===== src/rtl/taeu_pkg.sv =====
// Shared types, codes and the microcode table of the three-address execute unit.
`default_nettype none

package taeu_pkg;

  localparam int IDX_W       = 10;
  localparam int VAL_W       = 32;
  localparam int IN_TDATA_W  = 72;
  localparam int OUT_TDATA_W = 40;
  localparam int OP_W        = 3;

  typedef enum logic [2:0] {
    OP_NOOP   = 3'd0,
    OP_INPUT  = 3'd1,
    OP_OUTPUT = 3'd2,
    OP_ASSIGN = 3'd3,
    OP_CJMP   = 3'd4,
    OP_JMP    = 3'd5,
    OP_PARAM  = 3'd6,
    OP_CALL   = 3'd7
  } op_t;

  typedef enum logic [2:0] {
    ALU_ADD  = 3'd0,
    ALU_SUB  = 3'd1,
    ALU_MUL  = 3'd2,
    ALU_DIV  = 3'd3,
    ALU_MOD  = 3'd4,
    ALU_COPY = 3'd5
  } alu_op_t;

  typedef enum logic [1:0] {
    COND_GT = 2'd0,
    COND_LT = 2'd1,
    COND_NE = 2'd2,
    COND_EQ = 2'd3
  } cond_op_t;

  typedef enum logic [1:0] {
    ERR_NONE = 2'd0,
    ERR_DIV0 = 2'd1,
    ERR_MOD0 = 2'd2,
    ERR_HALT = 2'd3
  } err_t;

  typedef enum logic [1:0] {RD_NONE, RD_S1, RD_S2, RD_CALLER} rd_sel_t;
  typedef enum logic [1:0] {WR_NONE, WR_IN, WR_RES, WR_A} wr_sel_t;
  typedef enum logic [1:0] {BR_NEXT, BR_JUMP, BR_WAIT, BR_NOMD} br_t;

  typedef logic [3:0] uc_addr_t;

  typedef struct packed {
    rd_sel_t  rd;
    logic     lda;
    logic     ldb;
    logic     exec;
    logic     ldmd;
    logic     done;
    wr_sel_t  wr;
    br_t      br;
    uc_addr_t target;
  } ctrl_t;

  // Program entry points.
  localparam uc_addr_t UC_DONE = 4'd0;
  localparam uc_addr_t UC_IN   = 4'd1;
  localparam uc_addr_t UC_OUT  = 4'd2;
  localparam uc_addr_t UC_CJ   = 4'd4;
  localparam uc_addr_t UC_ASG  = 4'd7;
  localparam uc_addr_t UC_RES  = 4'd12;
  localparam uc_addr_t UC_PAR  = 4'd13;

  // Memory reads are registered, so a word is loaded in the step after its read.
  function automatic ctrl_t ucode(input uc_addr_t pc);
    ctrl_t c;
    c = '0;
    case (pc)
      4'd0:  c.done = 1'b1;
      4'd1:  begin c.wr = WR_IN; c.br = BR_JUMP; c.target = UC_DONE; end
      4'd2:  c.rd = RD_S1;
      4'd3:  begin c.lda = 1'b1; c.br = BR_JUMP; c.target = UC_DONE; end
      4'd4:  c.rd = RD_S1;
      4'd5:  begin c.rd = RD_S2; c.lda = 1'b1; end
      4'd6:  begin c.ldb = 1'b1; c.br = BR_JUMP; c.target = UC_DONE; end
      4'd7:  c.rd = RD_S1;
      4'd8:  begin c.rd = RD_S2; c.lda = 1'b1; end
      4'd9:  c.ldb = 1'b1;
      4'd10: begin c.exec = 1'b1; c.br = BR_NOMD; c.target = UC_RES; end
      4'd11: begin c.ldmd = 1'b1; c.br = BR_WAIT; end
      4'd12: begin c.wr = WR_RES; c.br = BR_JUMP; c.target = UC_DONE; end
      4'd13: c.rd = RD_CALLER;
      4'd14: c.lda = 1'b1;
      4'd15: begin c.wr = WR_A; c.br = BR_JUMP; c.target = UC_DONE; end
      default: c.done = 1'b1;
    endcase
    return c;
  endfunction

  function automatic uc_addr_t entry_point(input op_t op);
    uc_addr_t e;
    e = UC_DONE;
    case (op)
      OP_INPUT:  e = UC_IN;
      OP_OUTPUT: e = UC_OUT;
      OP_ASSIGN: e = UC_ASG;
      OP_CJMP:   e = UC_CJ;
      OP_PARAM:  e = UC_PAR;
      default:   e = UC_DONE;
    endcase
    return e;
  endfunction

endpackage

`default_nettype wire


===== src/rtl/taeu_muldiv.sv =====
// Iterative multiply and signed divide/modulo unit, one bit per cycle.
`default_nettype none

module taeu_muldiv #(
  parameter int WIDTH = 32
) (
  input  wire logic                 clk,
  input  wire logic                 rst,
  input  wire logic                 start,
  input  wire taeu_pkg::alu_op_t    kind,
  input  wire logic [WIDTH-1:0]     a,
  input  wire logic [WIDTH-1:0]     b,
  output logic                      busy,
  output logic [WIDTH-1:0]          result
);
  import taeu_pkg::*;

  localparam int CW = $clog2(WIDTH + 1);

  logic [CW-1:0]    cnt;
  logic             is_mul;
  logic             is_div;
  logic             neg;
  logic [WIDTH-1:0] x;
  logic [WIDTH-1:0] y;
  logic [WIDTH-1:0] acc;

  logic [WIDTH-1:0] mag_a;
  logic [WIDTH-1:0] mag_b;
  logic [WIDTH:0]   rem_sh;
  logic [WIDTH:0]   diff;
  logic [WIDTH-1:0] pick;

  assign mag_a  = a[WIDTH-1] ? (~a + WIDTH'(1)) : a;
  assign mag_b  = b[WIDTH-1] ? (~b + WIDTH'(1)) : b;
  assign rem_sh = {acc, x[WIDTH-1]};
  assign diff   = rem_sh - {1'b0, y};

  always_ff @(posedge clk) begin
    if (rst) begin
      busy <= 1'b0;
      cnt  <= '0;
    end else if (start && !busy) begin
      busy   <= 1'b1;
      cnt    <= '0;
      is_mul <= (kind == ALU_MUL);
      is_div <= (kind == ALU_DIV);
      acc    <= '0;
      if (kind == ALU_MUL) begin
        x   <= a;
        y   <= b;
        neg <= 1'b0;
      end else begin
        x   <= mag_a;
        y   <= mag_b;
        neg <= (kind == ALU_DIV) ? (a[WIDTH-1] ^ b[WIDTH-1]) : a[WIDTH-1];
      end
    end else if (busy) begin
      cnt <= cnt + CW'(1);
      if (cnt == CW'(WIDTH - 1)) begin
        busy <= 1'b0;
      end
      if (is_mul) begin
        acc <= acc + (x[0] ? y : '0);
        x   <= x >> 1;
        y   <= y << 1;
      end else if (!diff[WIDTH]) begin
        // Restoring division: the shifted remainder covers the divisor.
        acc <= diff[WIDTH-1:0];
        x   <= {x[WIDTH-2:0], 1'b1};
      end else begin
        acc <= rem_sh[WIDTH-1:0];
        x   <= {x[WIDTH-2:0], 1'b0};
      end
    end
  end

  always_comb begin
    pick = is_div ? x : acc;
    if (!is_mul && neg) begin
      result = ~pick + WIDTH'(1);
    end else begin
      result = pick;
    end
  end

endmodule

`default_nettype wire

===== config.mk =====
export PLATFORM = sky130hd
export DESIGN_NAME = taeu_muldiv
export DESIGN_NICKNAME = d
export VERILOG_FILES = /design/src/rtl/taeu_pkg.sv /design/src/rtl/taeu_muldiv.sv
export SDC_FILE = /design/constraint.sdc
export NUM_CORES = 1
export LEC_CHECK = 0
export BUFFER_PORTS_ARGS = -buffer_cell sky130_fd_sc_hd__buf_4
export CORE_MARGIN = 2
export CORE_UTILIZATION = 63
export CTS_CLUSTER_SIZE = 8
export DETAILED_ROUTE_END_ITERATION = 10
export GPL_ROUTABILITY_DRIVEN = 0
export PLACE_DENSITY = 0.9
export SLEW_MARGIN = 5
export SYNTH_ARGS = -nofsm -noshare
export SYNTH_HDL_FRONTEND = slang
export SYNTH_SLANG_ARGS = --single-unit

===== constraint.sdc =====
create_clock -name clk -period 9.7 [get_ports clk]
set_input_delay 2.425 -clock clk [delete_from_list [all_inputs] [get_ports clk]]
set_output_delay 2.425 -clock clk [all_outputs]
set_load 0.05 [all_outputs]

==> run metrics <==
Post-Route Utilization=0.7094; Post-CTS Hold Fix Bufs=0; Overflow after GRT=0; CTS Root Cell=clkbuf_16; top-area cell type share of the netlist area=0.2704; max-capacitance violation count=0; f_max=145.4 MHz; initial core utilization=0.6400; share of cells above drive strength 1=0.1135; die area=18520 um^2; syn_nets=1453; FFs w/ async S/R, synth=0; CP Data Arrival Time=4.45 ns; vias in the first global route=9692; Skew-Pair Late Insertion Delay=0.37 ns; Worst Skew=0.01086 ns; Crit path depth=11; kind of critical path=flop to output pin; WP data required=7.28 ns; sequential element share of the synthesized area=0.2832; number of synthesized flops with an enable pin=99; Reg2Reg Depth=13; fill count=1342; crit-path max FO=42; Ys Warns=0; unrepaired setup endpoints after global routing=no; initial antenna violation count=0; Layout area overhead=10.84%; startpoint types=flop; largest cells by area after synthesis=edfxtp_1 (27%), ha_1 (7.6%), mux2i_1 (7.0%); syn_area_per_cell=8.366 um^2; IO Pins=103; worst hold path depth=2; crit end category=output pin; PwrDens=151.3 nW/um^2; GR Util All Layers=0.3213; via count=10.42k; Mapped Cells=1314; drt first-iter violations=1216; Critical-path top delay cell=edfxtp_1; synthesized flop and latch total=106; Routed Antenna Nets=0; Post-DP HPWL=22340 um; final setup TNS=0 ns; Slew Viols, Final=0; Die X=136.1 um; slew margin rel.=0.3449; cts bufs inserted=9; H-tree depth=3; status=finished clean; most used cell, CP=buf_4; clock transition at the registers of the reported paths=0.08 ns; CTS tree=yes; CTS resizes=0; Lkg Pwr=5.104 nW; final WL=30010 um; Worst path max stage delay=0.81 ns; post-CTS setup buffer count=0; cell area after synthesis=10990 um^2; final hold violations=0; DRC violation count after routing=0; Vias/cell=6.481; CTS max path bufs=2; core region area=17180 um^2; first-pass GRT wire length=47330 um; Inserted Diodes=0; r2r setup slk=5.41 ns; endpoints failing setup=0; crit path buf inv count=2; Final min period=6.879 ns; Port Buffer Count=102; routed length per instance=18.66 um; Slew @ Worst Pin=0.9807 ns; VDD IR max=0.1012 mV; fin crit share=0.7092; First-pass DRT Iterations=8; CP cell instances=buf_4, mux2i_1, ha_1, o211ai_1, nor3b_1, o21ai_1, or3_1, nor3_2, a21oi_1, xnor2_1, buf_4; Clock Sinks=106; Main synth FF type=edfxtp_1; Min-Delay Path Class=flop to flop; largest net degree at the start of global routing=87; num rows=48; die height=136.1 um; Top Family by Delay on Critical Path=simple AND/OR/NAND/NOR gates; top cell type by total area after synthesis=edfxtp_1; post-synth cell types=73; Final #Nets=1517
==> final timing paths <==
path	startpoint	endpoint
hold / removal	cnt[5]	cnt[5]
setup reg to reg	x[31]	acc[31]
setup / recovery	is_div	result[30]
hold reg to reg	cnt[5]	cnt[5]
==> placed cells by master (no fill, tap or decap), types with 10 or more instances in the layout <==
| master | synthesis | layout |
|---|---|---|
| nor2b_1 | 19 | 18 |
| nor4_1 | 11 | 11 |
| mux2i_1 | 77 | 77 |
| edfxtp_1 | 99 | 99 |
| nor3_1 | 32 | 32 |
| xnor2_1 | 79 | 79 |
| o31ai_1 | 10 | 10 |
| and2_1 | 41 | 41 |
| inv_1 | 62 | 61 |
| ha_1 | 67 | 67 |
| nand2_1 | 121 | 121 |
| nand3_1 | 20 | 20 |
| a31oi_1 | 11 | 11 |
| o21ai_0 | 127 | 127 |
| a21o_1 | 38 | 38 |
| clkbuf_16 | 0 | 10 |
| xor2_1 | 66 | 66 |
| a21oi_1 | 115 | 114 |
| nor2_1 | 90 | 90 |
| buf_4 | 1 | 111 |
| o21bai_1 | 11 | 11 |
| a211oi_1 | 26 | 26 |
==> registers in the layout, indices dropped and copies added, names as in the netlist <==
signal  count
acc        32
busy        1
y          32
is_mul      1
cnt         6
neg         1
is_div      1
x          32
==> metrics by stage <==
stage	hold slack, ns	instances	setup slack (ns)	cell area, um^2	power (W)
2_1_floorplan	0.4534	1314	2.950	10990	0.001228
3_3_place_gp	0.4720	1592	3.618	11870	0.001406
3_5_place_dp	0.4967	1592	3.368	11870	0.001430
4_1_cts	0.5075	1608	2.968	12180	0.001824
5_1_grt	0.5333	1608	2.606	12180	0.001932
6_report	0.5026	1608	2.821	12180	0.001843
==> worst reg2reg max path, delay by kind of cell (launching register included) <==
family	cells	cell delay (ns)
AOI/OAI and AO/OA	6	1.81
adders and majority gates	2	0.63
buffers and inverters	2	0.57
and+or+nand+nor	3	0.55
DFF	1	0.48
==> cell usage after synthesis (all sizes together), types with 2 or more instances <==
| master | instances |
|---|---|
| mux2i | 77 |
| o32ai | 2 |
| o41ai | 9 |
| a21o | 38 |
| o31a | 4 |
| o22ai | 2 |
| and2 | 41 |
| o31ai | 10 |
| a41oi | 3 |
| o21a | 6 |
| o21ai | 131 |
| a21boi | 4 |
| fa | 2 |
| or2 | 3 |
| nor3b | 8 |
| xor2 | 66 |
| ha | 67 |
| a211oi | 26 |
| o211ai | 6 |
| or4 | 4 |
| a21oi | 116 |
| o21bai | 11 |
| nor2b | 19 |
| a31o | 2 |
| and3 | 7 |
| a31oi | 11 |
| clkbuf | 41 |
| dfxtp | 7 |
| nand2 | 121 |
| or3 | 9 |
| nand4 | 8 |
| nor4 | 14 |
| nor3 | 33 |
| buf | 17 |
| a2111oi | 3 |
| xnor2 | 79 |
| inv | 62 |
| edfxtp | 99 |
| nor2 | 90 |
| nand3 | 20 |
| mux2 | 6 |
| nand2b | 10 |
| and2b | 5 |
| a221oi | 2 |
==> layout make-up <==
type	count	area (um^2)	share of cell area
multi-input cells	1088	7408	0.6080
inverters	62	232.7	0.01910
clock buffers	10	250.2	0.02054
flip-flops and latches	106	3113	0.2555
clock inverters	6	65.06	0.005340
repair buffers	111	833.3	0.06839
well taps	225	281.5	0.02311
==> power by group <==
| group | internal [W] | switching, W | leakage (nW) |
|---|---|---|---|
| Clock | 0.000199 | 0.000199 | 0.155 |
| Sequential | 0.000560 | 0.0000604 | 1.01 |
| Combinational | 0.000332 | 0.000492 | 3.94 |
==> layer usage <==
layer	GRT usage	routed length [um]
met5	0	0
met4	0.1366	1114
met3	0.05444	2592
met2	0.5329	14250
met1	0.4139	12050
==> logic make-up (layout without fill, tap and decap cells) <==
logic type,Yosys count,after routing,synth area share
adders and majority gates,69,69,0.07990
buffers and inverters,120,189,0.04496
muxes,83,83,0.07626
and+or+nand+nor,395,395,0.1765
DFF,106,106,0.2832
AOI/OAI and AO/OA,396,396,0.2237
xor gates and xnor gates,145,145,0.1155
Power figures use the tool's default switching activity.
